**config.mk**
```make
export PLATFORM = sky130hd
export DESIGN_NAME = counter_bank_with_max_tracking
export DESIGN_NICKNAME = d
export VERILOG_FILES = /design/src/cbmt_pkg.sv /design/src/cbmt_store.sv /design/src/cbmt_alu.sv /design/src/counter_bank_with_max_tracking.sv
export SDC_FILE = /design/constraint.sdc
export NUM_CORES = 2
export LEC_CHECK = 0
export BUFFER_PORTS_ARGS = -buffer_cell sky130_fd_sc_hd__buf_2
export CAP_MARGIN = 15
export CORE_MARGIN = 2
export CORE_UTILIZATION = 30
export DETAILED_ROUTE_END_ITERATION = 8
export MAX_ROUTING_LAYER = met4
export PLACE_DENSITY = 0.49
export REMOVE_ABC_BUFFERS = 1
export SYNTH_ARGS = -nofsm -noshare
export SYNTH_HDL_FRONTEND = slang
export SYNTH_SLANG_ARGS = --single-unit
```
**constraint.sdc**
```tcl
create_clock -name clock -period 17.8 [get_ports clock]
set_input_delay 0.89 -clock clock [delete_from_list [all_inputs] [get_ports clock]]
set_output_delay 0.89 -clock clock [all_outputs]
set_load 0.03 [all_outputs]
```
**src/cbmt_pkg.sv**
```systemverilog
// ----------------------------------------------------------------------------
// cbmt_pkg: shared definitions for the counter bank with max tracking
// Sizes, command codes and the small types passed between the modules.
// ----------------------------------------------------------------------------
`default_nettype none

package cbmt_pkg;

   localparam int COUNTERS   = 64;
   localparam int COUNT_BITS = 16;

   localparam int IDX_W  = (COUNTERS > 1) ? $clog2(COUNTERS) : 1;
   localparam int HOLD_W = $clog2(COUNTERS + 1);
   localparam int CMD_W  = 3;
   localparam int REQ_IDX_W = 6;

   typedef logic signed [COUNT_BITS-1:0] cnt_type;
   typedef logic [IDX_W-1:0]             addr_type;
   typedef logic [HOLD_W-1:0]            hold_type;

   typedef enum logic [CMD_W-1:0] {
      CMD_INC   = 3'd0,
      CMD_DEC   = 3'd1,
      CMD_ZERO  = 3'd2,
      CMD_QUERY = 3'd3,
      CMD_LIST  = 3'd4
   } cmd_type;

   typedef enum logic [1:0] {
      OP_INC,
      OP_DEC,
      OP_ZERO,
      OP_KEEP
   } op_type;

   typedef struct packed {
      logic gt;
      logic eq;
   } cmp_type;

   typedef enum logic [3:0] {
      S_IDLE,
      S_UPDATE,
      S_ADJUST,
      S_SCAN_ADDR,
      S_SCAN_DATA,
      S_LIST_ADDR,
      S_LIST_DATA,
      S_RESP
   } state_type;

   localparam cnt_type CNT_MAX = {1'b0, {(COUNT_BITS-1){1'b1}}};
   localparam cnt_type CNT_MIN = {1'b1, {(COUNT_BITS-1){1'b0}}};

endpackage

`default_nettype wire

```
**src/cbmt_store.sv**
```systemverilog
// ----------------------------------------------------------------------------
// cbmt_store: counter memory
// One write and one registered read port; per-entry valid bits make
// never-written counters read as zero after reset.
// ----------------------------------------------------------------------------
`default_nettype none

module cbmt_store (
   input  wire logic               clock,
   input  wire logic               reset,
   input  wire logic               wr_en,
   input  wire cbmt_pkg::addr_type wr_addr,
   input  wire cbmt_pkg::cnt_type  wr_data,
   input  wire logic               rd_en,
   input  wire cbmt_pkg::addr_type rd_addr,
   output cbmt_pkg::cnt_type       rd_data
);
   import cbmt_pkg::*;

   cnt_type              mem [COUNTERS];
   logic [COUNTERS-1:0]  valid_ff;
   cnt_type              rd_data_ff;
   logic                 rd_valid_ff;

   always_ff @(posedge clock) begin
      if (wr_en) begin
         mem[wr_addr] <= wr_data;
      end
      if (rd_en) begin
         rd_data_ff <= mem[rd_addr];
      end
   end

   always_ff @(posedge clock) begin
      if (reset) begin
         valid_ff    <= '0;
         rd_valid_ff <= 1'b0;
      end else begin
         if (wr_en) begin
            valid_ff[wr_addr] <= 1'b1;
         end
         if (rd_en) begin
            rd_valid_ff <= valid_ff[rd_addr];
         end
      end
   end

   assign rd_data = rd_valid_ff ? rd_data_ff : '0;

endmodule

`default_nettype wire

```
**src/cbmt_alu.sv**
```systemverilog
// ----------------------------------------------------------------------------
// cbmt_alu: shared arithmetic and compare unit
// Saturating step of one counter, plus one signed compare reused by the
// update, rescan and list sequences.
// ----------------------------------------------------------------------------
`default_nettype none

module cbmt_alu (
   input  wire cbmt_pkg::op_type  op,
   input  wire cbmt_pkg::cnt_type value,
   input  wire cbmt_pkg::cnt_type cmp_a,
   input  wire cbmt_pkg::cnt_type cmp_b,
   output cbmt_pkg::cnt_type      result,
   output logic                   changed,
   output cbmt_pkg::cmp_type      cmp
);
   import cbmt_pkg::*;

   always_comb begin
      result  = value;
      changed = 1'b0;
      case (op)
         OP_INC: begin
            if (value != CNT_MAX) begin
               result  = value + cnt_type'(1);
               changed = 1'b1;
            end
         end
         OP_DEC: begin
            if (value != CNT_MIN) begin
               result  = value - cnt_type'(1);
               changed = 1'b1;
            end
         end
         OP_ZERO: begin
            result  = '0;
            changed = (value != '0);
         end
         default: begin
            result  = value;
            changed = 1'b0;
         end
      endcase
   end

   // signed compare, gt in the upper bit and eq in the lower
   assign cmp = {(cmp_a > cmp_b), (cmp_a == cmp_b)};

endmodule

`default_nettype wire

```
**src/counter_bank_with_max_tracking.sv**
```systemverilog
// ----------------------------------------------------------------------------
// counter_bank_with_max_tracking: bank of saturating counters with max tracking
// Sequencer around a counter memory and one shared step/compare unit.
// ----------------------------------------------------------------------------
// A bank of 64 signed 16-bit counters, all zero after reset. Each request beat
// carries a command (increment, decrement, reset to zero, query, list) and a
// counter index. Every command but list gives one response beat with the
// counter's value, the maximum over the bank and how many counters hold it.
// List gives one beat per counter at the maximum, ascending by index, with
// rsp_last on the final one. When the only counter at the maximum drops
// below it, the bank is rescanned through the single memory read port, one
// counter per cycle. A list walks the memory at one counter per cycle while
// the response side keeps up, and stops early when the last holder is
// sent. A new request beat is taken once the block is back in idle, even
// while the previous response beat still waits in the output register. No
// clearing pass is needed after reset: per-entry valid bits stand in for
// zero.
// ----------------------------------------------------------------------------
`default_nettype none

module counter_bank_with_max_tracking (
   input  wire logic                              clock,
   input  wire logic                              reset,
   input  wire logic                              req_valid,
   output logic                                   req_ready,
   input  wire logic [cbmt_pkg::CMD_W-1:0]        req_command,
   input  wire logic [cbmt_pkg::REQ_IDX_W-1:0]    req_counter_index,
   output logic                                   rsp_valid,
   input  wire logic                              rsp_ready,
   output cbmt_pkg::cnt_type                      rsp_counter_value,
   output cbmt_pkg::cnt_type                      rsp_max_value,
   output cbmt_pkg::hold_type                     rsp_max_holders,
   output logic [cbmt_pkg::REQ_IDX_W-1:0]         rsp_listed_index,
   output logic                                   rsp_last
);
   import cbmt_pkg::*;

   state_type  state_ff, state_in;

   // captured request
   logic [CMD_W-1:0] cmd_ff;
   addr_type         idx_ff;

   // tracked maximum
   cnt_type    max_ff;
   hold_type   holders_ff;

   // update scratch
   cnt_type    new_ff;
   logic       changed_ff;
   logic       old_at_max_ff;

   // walk state, shared by rescan and list
   addr_type   k_ff;
   cnt_type    scan_m_ff;
   hold_type   scan_n_ff;
   hold_type   emitted_ff;

   // response register
   logic       rsp_valid_ff;
   cnt_type    rsp_value_ff;
   cnt_type    rsp_max_ff;
   hold_type   rsp_holders_ff;
   addr_type   rsp_idx_ff;
   logic       rsp_last_ff;

   // memory and unit hookup
   logic       rd_en;
   addr_type   rd_addr;
   cnt_type    rd_data;
   logic       wr_en;
   op_type     alu_op;
   cnt_type    alu_result;
   logic       alu_changed;
   cnt_type    cmp_a;
   cnt_type    cmp_b;
   cmp_type    cmp;

   // control terms
   logic       accept;
   logic       req_oor;
   logic       can_load;
   logic       rsp_load;
   logic       list_hit;
   logic       list_last;
   logic       walk_end;
   logic       advance;
   addr_type   k_next;
   cnt_type    scan_m_in;
   hold_type   scan_n_in;

   cbmt_store u_store (
      .clock   (clock),
      .reset   (reset),
      .wr_en   (wr_en),
      .wr_addr (idx_ff),
      .wr_data (alu_result),
      .rd_en   (rd_en),
      .rd_addr (rd_addr),
      .rd_data (rd_data)
   );

   cbmt_alu u_alu (
      .op      (alu_op),
      .value   (rd_data),
      .cmp_a   (cmp_a),
      .cmp_b   (cmp_b),
      .result  (alu_result),
      .changed (alu_changed),
      .cmp     (cmp)
   );

   assign accept    = req_valid && req_ready;
   assign req_oor   = ({1'b0, req_counter_index} >= (REQ_IDX_W+1)'(COUNTERS));
   assign can_load  = !rsp_valid_ff || rsp_ready;
   assign list_hit  = cmp.eq;
   assign list_last = ((emitted_ff + hold_type'(1)) == holders_ff);
   assign walk_end  = (k_ff == addr_type'(COUNTERS - 1));
   assign k_next    = k_ff + addr_type'(1);

   // command to step operation; unknown codes act as query
   always_comb begin
      case (cmd_ff)
         CMD_INC:  alu_op = OP_INC;
         CMD_DEC:  alu_op = OP_DEC;
         CMD_ZERO: alu_op = OP_ZERO;
         default:  alu_op = OP_KEEP;
      endcase
   end

   // running max/count of the rescan
   always_comb begin
      if (k_ff == '0 || cmp.gt) begin
         scan_m_in = rd_data;
         scan_n_in = hold_type'(1);
      end else if (cmp.eq) begin
         scan_m_in = scan_m_ff;
         scan_n_in = scan_n_ff + hold_type'(1);
      end else begin
         scan_m_in = scan_m_ff;
         scan_n_in = scan_n_ff;
      end
   end

   // outputs of the sequencer
   always_comb begin
      req_ready = 1'b0;
      rd_en     = 1'b0;
      rd_addr   = k_next;
      wr_en     = 1'b0;
      cmp_a     = rd_data;
      cmp_b     = max_ff;
      rsp_load  = 1'b0;
      advance   = 1'b0;
      case (state_ff)
         S_IDLE: begin
            req_ready = 1'b1;
            rd_en     = req_valid;
            rd_addr   = req_counter_index[IDX_W-1:0];
         end
         S_UPDATE: begin
            wr_en = 1'b1;
         end
         S_ADJUST: begin
            cmp_a = new_ff;
         end
         S_SCAN_ADDR: begin
            rd_en   = 1'b1;
            rd_addr = '0;
         end
         S_SCAN_DATA: begin
            cmp_b   = scan_m_ff;
            rd_en   = 1'b1;
            advance = 1'b1;
         end
         S_LIST_ADDR: begin
            rd_en   = 1'b1;
            rd_addr = '0;
         end
         S_LIST_DATA: begin
            rsp_load = list_hit && can_load;
            advance  = !list_hit || can_load;
            rd_en    = advance;
         end
         S_RESP: begin
            rsp_load = can_load;
         end
         default: begin
            req_ready = 1'b0;
         end
      endcase
   end

   // next state
   always_comb begin
      state_in = state_ff;
      case (state_ff)
         S_IDLE: begin
            if (accept) begin
               if (req_command == CMD_LIST) begin
                  state_in = S_LIST_ADDR;
               end else if (req_oor) begin
                  state_in = S_RESP;
               end else begin
                  state_in = S_UPDATE;
               end
            end
         end
         S_UPDATE: begin
            state_in = S_ADJUST;
         end
         S_ADJUST: begin
            if (changed_ff && !cmp.gt && !cmp.eq && old_at_max_ff &&
                holders_ff == hold_type'(1)) begin
               state_in = S_SCAN_ADDR;
            end else begin
               state_in = S_RESP;
            end
         end
         S_SCAN_ADDR: begin
            state_in = S_SCAN_DATA;
         end
         S_SCAN_DATA: begin
            if (walk_end) begin
               state_in = S_RESP;
            end
         end
         S_LIST_ADDR: begin
            state_in = S_LIST_DATA;
         end
         S_LIST_DATA: begin
            if ((rsp_load && list_last) || (advance && walk_end)) begin
               state_in = S_IDLE;
            end
         end
         S_RESP: begin
            if (can_load) begin
               state_in = S_IDLE;
            end
         end
         default: begin
            state_in = S_IDLE;
         end
      endcase
   end

   // control registers
   always_ff @(posedge clock) begin
      if (reset) begin
         state_ff     <= S_IDLE;
         max_ff       <= '0;
         holders_ff   <= hold_type'(COUNTERS);
         rsp_valid_ff <= 1'b0;
      end else begin
         state_ff <= state_in;
         if (rsp_load) begin
            rsp_valid_ff <= 1'b1;
         end else if (rsp_ready) begin
            rsp_valid_ff <= 1'b0;
         end
         case (state_ff)
            S_ADJUST: begin
               if (changed_ff) begin
                  if (cmp.gt) begin
                     max_ff     <= new_ff;
                     holders_ff <= hold_type'(1);
                  end else if (cmp.eq) begin
                     holders_ff <= holders_ff + hold_type'(1);
                  end else if (old_at_max_ff && holders_ff != hold_type'(1)) begin
                     holders_ff <= holders_ff - hold_type'(1);
                  end
               end
            end
            S_SCAN_DATA: begin
               if (walk_end) begin
                  max_ff     <= scan_m_in;
                  holders_ff <= scan_n_in;
               end
            end
            default: begin
               max_ff <= max_ff;
            end
         endcase
      end
   end

   // datapath registers
   always_ff @(posedge clock) begin
      case (state_ff)
         S_IDLE: begin
            if (accept) begin
               cmd_ff     <= req_command;
               idx_ff     <= req_counter_index[IDX_W-1:0];
               new_ff     <= '0;
               k_ff       <= '0;
               emitted_ff <= '0;
            end
         end
         S_UPDATE: begin
            new_ff        <= alu_result;
            changed_ff    <= alu_changed;
            old_at_max_ff <= cmp.eq;
         end
         S_SCAN_ADDR: begin
            k_ff <= '0;
         end
         S_SCAN_DATA: begin
            scan_m_ff <= scan_m_in;
            scan_n_ff <= scan_n_in;
            k_ff      <= k_next;
         end
         S_LIST_DATA: begin
            if (advance) begin
               k_ff <= k_next;
            end
            if (rsp_load) begin
               emitted_ff <= emitted_ff + hold_type'(1);
            end
         end
         default: begin
            k_ff <= k_ff;
         end
      endcase
   end

   // response payload
   always_ff @(posedge clock) begin
      if (rsp_load) begin
         rsp_max_ff     <= max_ff;
         rsp_holders_ff <= holders_ff;
         if (state_ff == S_LIST_DATA) begin
            rsp_value_ff <= rd_data;
            rsp_idx_ff   <= k_ff;
            rsp_last_ff  <= list_last;
         end else begin
            rsp_value_ff <= new_ff;
            rsp_idx_ff   <= '0;
            rsp_last_ff  <= 1'b1;
         end
      end
   end

   assign rsp_valid         = rsp_valid_ff;
   assign rsp_counter_value = rsp_value_ff;
   assign rsp_max_value     = rsp_max_ff;
   assign rsp_max_holders   = rsp_holders_ff;
   assign rsp_listed_index  = REQ_IDX_W'(rsp_idx_ff);
   assign rsp_last          = rsp_last_ff;

endmodule

`default_nettype wire

```
# == Yosys cells after proc, flatten, opt, wreduce, memory -nomap -nowiden ==
# Memories as Yosys holds them, arrays and structs flattened. A register that Yosys moved wholly into a read port is not among the register bits.
# Cells that the tools add are included.
# totals
n_memories,1
output_inout_bits,48
reg_bits,202
ramBits,1024
word_cells,150
# mem_list
memory,depth,width,rd,rd_clocked_by_memory_dff,write_ports,line,text
u_store.mem,64,16,1,1,1,cbmt_store.sv:20,cnt_type mem [COUNTERS];
# op_classes
magnitude_cmp,4
bitwise,1
n_addsub,7
n_mux,53
eq_ne,28
reduce_logical,36
# op_table
cell,n
$mux 16,11
$or 64x64->64,1
$pmux 16 s2,2
$mux 7,9
$pmux 16 s3,1
$ne 16x16->1 const B,2
$pmux 4 s8,1
$pmux 7 s2,2
$pmux 6 s4,1
$add 7x1->7 const B,3
$add 16x2->16 const B,1
$eq 16x16->1,1
$eq 4x3->1 const B,4
$gt 16x16->1,1
$mux 4,4
$ne 2x2->1 const B,8
$reduce_bool 16->1,1
$sub 16x2->16 const B,1
$lt 6x7->1 const B,2
$mux 6,2
$pmux 6 s2,1
$reduce_and 4->1,3
$logic_and 1x1->1,10
$mux 1,10
other kinds (33),47

# == Longest topological paths before layout ==
# logic_depth
depth_word,10
depth_mapped,20
mapped_depth_nobuf,14

# == Hierarchy ==
# Synthesis repeated with hierarchy kept, for this count alone.
# hier_totals
hier_cells,2662
area_unflattened_um2,50184.4
# by_module_without_submodules
module,area_per_inst_um2,n_inst,cells_per_inst
cbmt_store,42129.2,1,1853
counter_bank_with_max_tracking,6532.5,1,575
cbmt_alu,1522.7,1,234

# == Worst setup path after synthesis ==
# Ideal clock, no wire load.
# synth_path
kind,reg-to-reg
startpoint,register u_store.rd_valid_ff
endpoint,"memory u_store.mem[0][10] (netlist name), data pin"
slack_ns,11.768
t_arrival_ns,5.324
period_less_slack_ns,6.032
n_path_buf,4
path_stages_with_launch,15
path_cell_list,dfxtp_1 > buf_2 > clkbuf_1 > clkbuf_1 > clkbuf_1 > nand2_1 > inv_1 > ha_1 > nand4_1 > or2_2 > a311oi_1 > nand3_1 > o21ai_0 > a32oi_1 > o21ai_0
# synth_between
elab_chain_cells,4
word_cells_on_any_way,8
cone_classes,add/sub: 2; eq/ne: 2; mux: 4
# synth_lines
item,line,text
start: declaration,cbmt_store.sv:23,logic rd_valid_ff;
start signal: assignment,cbmt_store.sv:43,rd_valid_ff <= valid_ff[rd_addr];
$mux 16 *,cbmt_store.sv:48,assign rd_data = rd_valid_ff ? rd_data_ff : '0;
"$sub 16x2->16, or another cell as far along",cbmt_alu.sv:31,result = value - cnt_type'(1);
"$mux 16, on equally long branches","cbmt_alu.sv:30, cbmt_alu.sv:24",
$pmux 16 s3 *,cbmt_alu.sv:22,case (op)
net alu_result[10],counter_bank_with_max_tracking.sv:73,cnt_type alu_result;
end: declaration,cbmt_store.sv:20,
# The timed path passes the listed nets; every way through them passes the cells marked *.

# == Worst setup path after layout ==
# layout_path
startpoint,register state_ff[2]
endpoint,"register u_store.rd_data_ff[7] (read register of u_store.mem), data pin"
# layout_between
elab_chain_cells,6
word_cells_on_any_way,15
cone_classes,eq/ne: 6; mux: 4; reduce/logical: 5
# layout_lines
item,line,text
start: declaration,counter_bank_with_max_tracking.sv:38,"state_type state_ff, state_in;"
start signal: assignment,counter_bank_with_max_tracking.sv:255,state_ff <= state_in;
$eq 4x2->1 / $eq 4x3->1 (equally long branches),counter_bank_with_max_tracking.sv:155,case (state_ff)
$mux 16,counter_bank_with_max_tracking.sv:155,
$eq 16x16->1,cbmt_alu.sv:47,"assign cmp = {(cmp_a > cmp_b), (cmp_a == cmp_b)};"
$logic_not 1->1,counter_bank_with_max_tracking.sv:182,advance = !list_hit || can_load;
$logic_or 1x1->1,counter_bank_with_max_tracking.sv:182,
$pmux 1 s3,counter_bank_with_max_tracking.sv:155,
end: declaration,cbmt_store.sv:22,cnt_type rd_data_ff;
# Several ways; a longest one is shown, not always the timed one.
# A chain may end at the register's enable or synchronous reset.

==> run summary <==
The flow ran to the end, and the final reports show no timing, DRC or antenna violations. Quantity of gates resized following cts: 0. The worst hold path begins at req_command[2].

After detailed routing, the average wire length per cell comes to 24.95 µm. The initial detailed-routing violation count was 3674; the area taken by flip-flops and latches was 36340 µm². The hold path depth is 1, and the height of the die is 418.8 µm.

The terminating pin of the worst hold path is cmd_ff[2]$_DFFE_PP_. The tools report the initial antenna violation count as 12. The run gives 0 as the count of antenna-violating nets left after detailed routing. Together, buffers and inverters on the worst path number 3. The number of cells on the critical path was 11; the area growth from synthesis to layout was 14.41%.

Ranked by instance count, the synthesized netlist is headed by sky130_fd_sc_hd__edfxtp_1, sky130_fd_sc_hd__nand2_1, sky130_fd_sc_hd__nor2_1, sky130_fd_sc_hd__nand3_1, sky130_fd_sc_hd__a21oi_1. Along the worst path, the maximum fanout reaches 81. Clock skew on the completed layout was measured at 0.03514 ns. The signal on the critical path passes through nand3b_2 -> o211ai_4 -> buf_4 -> nand2_8 -> buf_4 -> buf_4 -> nor2_4 -> nand3_1 -> nand4_1 -> o211ai_1 -> or4_1. The run gives 171400 µm² as the placeable core region. The nature of the critical path endpoint was a flip-flop.

For the pin with the worst max-slew slack, the measured transition is 1.173 ns. The run gives 6190 as the number of placed cells counting well taps. The startpoint identified for the worst register-to-register timing path is state_ff[2]$_SDFFE_PP0P_.

Setup slack on the worst reg-to-reg path comes out at 12.05 ns. The normalized max-slew margin is 0.2177, and the delay contributed by the slowest stage of the critical path is 0.91 ns. The run gives 0.3012 as the starting density of the core. The number of register bits inferred by synthesis was 1241; the row count was 152.

In this design, the critical path's most frequently occurring cell is sky130_fd_sc_hd__buf_4. The final layout contains routed wiring with a total length of 160.6 mm. Adding up every negative setup slack in the final design gives 0 ns. Across the run, the number of max-cap violations was 0. The worst path in the final design needs a cycle of 5.752 ns, including I/O delays and setup. The utilization of the core after routing came out at 0.3447. The critical path is of the flip-flop to flip-flop type.

The number of iterations in the first detailed-routing pass is 6, and the count of distinct cell types in the synthesized netlist is 95. For the worst setup path, the data required time is 18.31 ns. After global routing the overflow that remains totals 0. For the number of instances in the synthesized netlist, the log shows 3950. The fraction of post-synthesis cell area in the top cell type by area is 0.6684, and the count of buffers added by post-CTS timing repair for setup is 0. The power density of the placed cells was 185.8 nW/µm²; the sequential share of the synthesized area was 0.7041. Summed over all instances, the cell type with the most area after synthesis is sky130_fd_sc_hd__edfxtp_1. The run gives 0.1738 GHz as the maximum achievable frequency. At the end of routability-driven placement, the weighted congestion stood at 0.8862. The run gives 0 as the final count of pins violating max slew.

In this run the tool buffered the top-level ports with 60 buffer cells. Maximum number of pins on one net before global-route repair: 105. The number of hold-repair buffers added at the cts stage was 0. A synthesized cell averages 13.07 µm².

Broken down by cell family, the worst path's largest delay share belongs to simple AND/OR/NAND/NOR gates. The tools report the final setup violation count as 0. For this run, the number of Yosys warnings is 0. The mapped netlist covers 51620 µm².

After clock tree synthesis, the clock-pin slew on the worst setup and hold paths is 0.06 ns. The wire length of the first global-routing pass is 232.2 mm, and the fraction of final layout cells sized beyond drive strength 1 is 0.1139. The tools report the maximum count of clock buffers along a single path as 3. The count of cells in the finished layout, fillers not included, comes to 6439. Data on the critical path arrives at its endpoint at 6.26 ns. The most used flip-flop cell after synthesis is sky130_fd_sc_hd__edfxtp_1.

Kind of start point of the critical path: a flip-flop. The overall global routing resource usage was 0.1860; the cell count of the worst reg-to-reg path was 11. The detailed placement HPWL is 95.71 mm.

The H-tree was split into 4 levels. Clock tree synthesis inserted a total of 135 buffers. For the hold violation total from the final report, the log shows 0. After filler insertion, the fill cell instance count of the layout stands at 16670. Yosys attributes the largest share of cell area to sky130_fd_sc_hd__edfxtp_1, sky130_fd_sc_hd__nand2_1, sky130_fd_sc_hd__dfxtp_1. The number of synthesized flops with an enable pin was 1149.

For this design, the slowest cell found on the critical path is sky130_fd_sc_hd__nor2_4. The run gives 31700 as the via count of the first global-routing pass. Summed over all cells, the static leakage comes to 19.98 nW. In this run the worst hold path is classified as input pin to flip-flop. The number of top-level design ports came out at 61. The tools report the reg-to-reg endpoint as u_store.rd_data_ff[7]$_DFFE_PP_. The clock latency at the later pin of the worst-skew pair was 0.80 ns.

The tree built by TritonCTS fans out to 1241 sinks. Setup repair after global routing left no endpoint under its margin. The cell sitting at the root of the clock tree is a sky130_fd_sc_hd__clkbuf_16. Yosys instantiated no cell more often than sky130_fd_sc_hd__edfxtp_1. The via density per instance works out to 5.209. After detailed routing, the number of remaining DRC violations is 0. The die covers 175400 µm². The share of async-settable or async-resettable flops after synthesis was 0. The worst voltage drop across the vdd grid was 0.0001736 V; the horizontal extent of the die was 418.8 µm.

TritonCTS built the clock tree. Summing over every cut layer, the via total after detailed routing is 33540. The multi-input combinational cells in the finished layout cover a total of 14010 µm². The tools report the layout net count as 4056. The share of the clock period used by the worst path is 0.3232.
-- cell families (layout without fill, tap and decap cells) --
family,after synthesis,in the layout,share of synthesized area
and+or+nand+nor,1483,1483,0.1297
AOI/OAI and AO/OA,723,723,0.09994
buffers and inverters,317,495,0.02909
other,0,1,0
muxes,138,138,0.02691
DFF,1241,1241,0.7041
adders and majority gates,25,25,0.006060
xor gates and xnor gates,23,23,0.004266
-- routing by layer --
metal / track usage / wire [µm] / part of all wire / vias to the layer above
li1: - / - / - / 15020
met1: 0.2592 / 72900 / 0.45 / 17160
met2: 0.2802 / 73640 / 0.46 / 1119
met3: 0.02756 / 9750 / 0.061 / 241
met4: 0.05666 / 4355 / 0.027 / 0
met5: - / 0 / 0 / -
-- final cells by class --
class                      count  area share
antenna                        1  0.00004237
clock buffer                 192     0.06184
clock inverter                55     0.01104
inverter                      62    0.003940
multi-input combinational   2392      0.2373
sequential                  1241      0.6154
tap                         2310     0.04894
timing repair buffer         186     0.02152
-- report_power, final --
group	total (mW)	internal [mW]	switching, mW
Sequential	3.79	3.66	0.136
Clock	2.76	1.58	1.18
Combinational	4.42	1.16	3.27
Total	11.0	6.39	4.58
-- worst max-delay path by stage --
stage                             start                               to  slack, ns
2_1_floorplan  state_ff[1]$_SDFFE_PP0P_  u_store.rd_data_ff[0]$_DFFE_PP_      11.78
3_3_place_gp   state_ff[2]$_SDFFE_PP0P_  u_store.rd_data_ff[2]$_DFFE_PP_      12.11
3_5_place_dp   state_ff[2]$_SDFFE_PP0P_  u_store.rd_data_ff[7]$_DFFE_PP_      12.03
4_1_cts        state_ff[2]$_SDFFE_PP0P_  u_store.rd_data_ff[7]$_DFFE_PP_      11.98
5_1_grt        state_ff[2]$_SDFFE_PP0P_          max_ff[10]$_SDFFE_PP0P_      11.75
6_report       state_ff[2]$_SDFFE_PP0P_  u_store.rd_data_ff[7]$_DFFE_PP_      12.05
-- state kept, by name, indices dropped and copies added (netlist names), 7 cells and up --
name,cells
holders_ff,7
new_ff,16
rsp_max_value,16
emitted_ff,7
u_store.rd_data_ff,16
scan_m_ff,16
u_store.mem,1024
max_ff,16
rsp_counter_value,16
scan_n_ff,7
rsp_max_holders,7
u_store.valid_ff,64
-- per-stage QoR --
| stage | area (µm²) | hold slack [ns] | setup slack, ns | power [mW] |
|---|---|---|---|---|
| after global routing | 59060 | 0.3490 | 11.75 | 11.48 |
| after global placement | 54730 | 0.4271 | 12.11 | 8.273 |
| after floorplan | 50350 | 0.4082 | 11.78 | 6.475 |
| after detailed placement | 54730 | 0.4238 | 12.03 | 8.286 |
| final | 59060 | 0.3848 | 12.05 | 10.97 |
| after CTS | 59040 | 0.3184 | 11.98 | 11.04 |
-- placed cells by master, fill, tap and decap left out, types with 33 or more instances in the layout --
master                      synthesis  layout
sky130_fd_sc_hd__a211oi_1         124     124
sky130_fd_sc_hd__a21oi_1          158     158
sky130_fd_sc_hd__a221oi_1          33      33
sky130_fd_sc_hd__a311oi_1          66      66
sky130_fd_sc_hd__a32oi_1           52      51
sky130_fd_sc_hd__and3_1           102     102
sky130_fd_sc_hd__buf_2             93      60
sky130_fd_sc_hd__buf_4             17     124
sky130_fd_sc_hd__clkbuf_1         113      51
sky130_fd_sc_hd__clkbuf_16          0     135
sky130_fd_sc_hd__dfxtp_1           92      92
sky130_fd_sc_hd__edfxtp_1        1149    1149
sky130_fd_sc_hd__inv_1             60      59
sky130_fd_sc_hd__mux2i_1          134     134
sky130_fd_sc_hd__nand2_1          758     758
sky130_fd_sc_hd__nand3_1          189     189
sky130_fd_sc_hd__nand4_1           48      48
sky130_fd_sc_hd__nor2_1           240     236
sky130_fd_sc_hd__o21ai_0           96      91
Note: power is estimated with default switching activity, not from simulation.
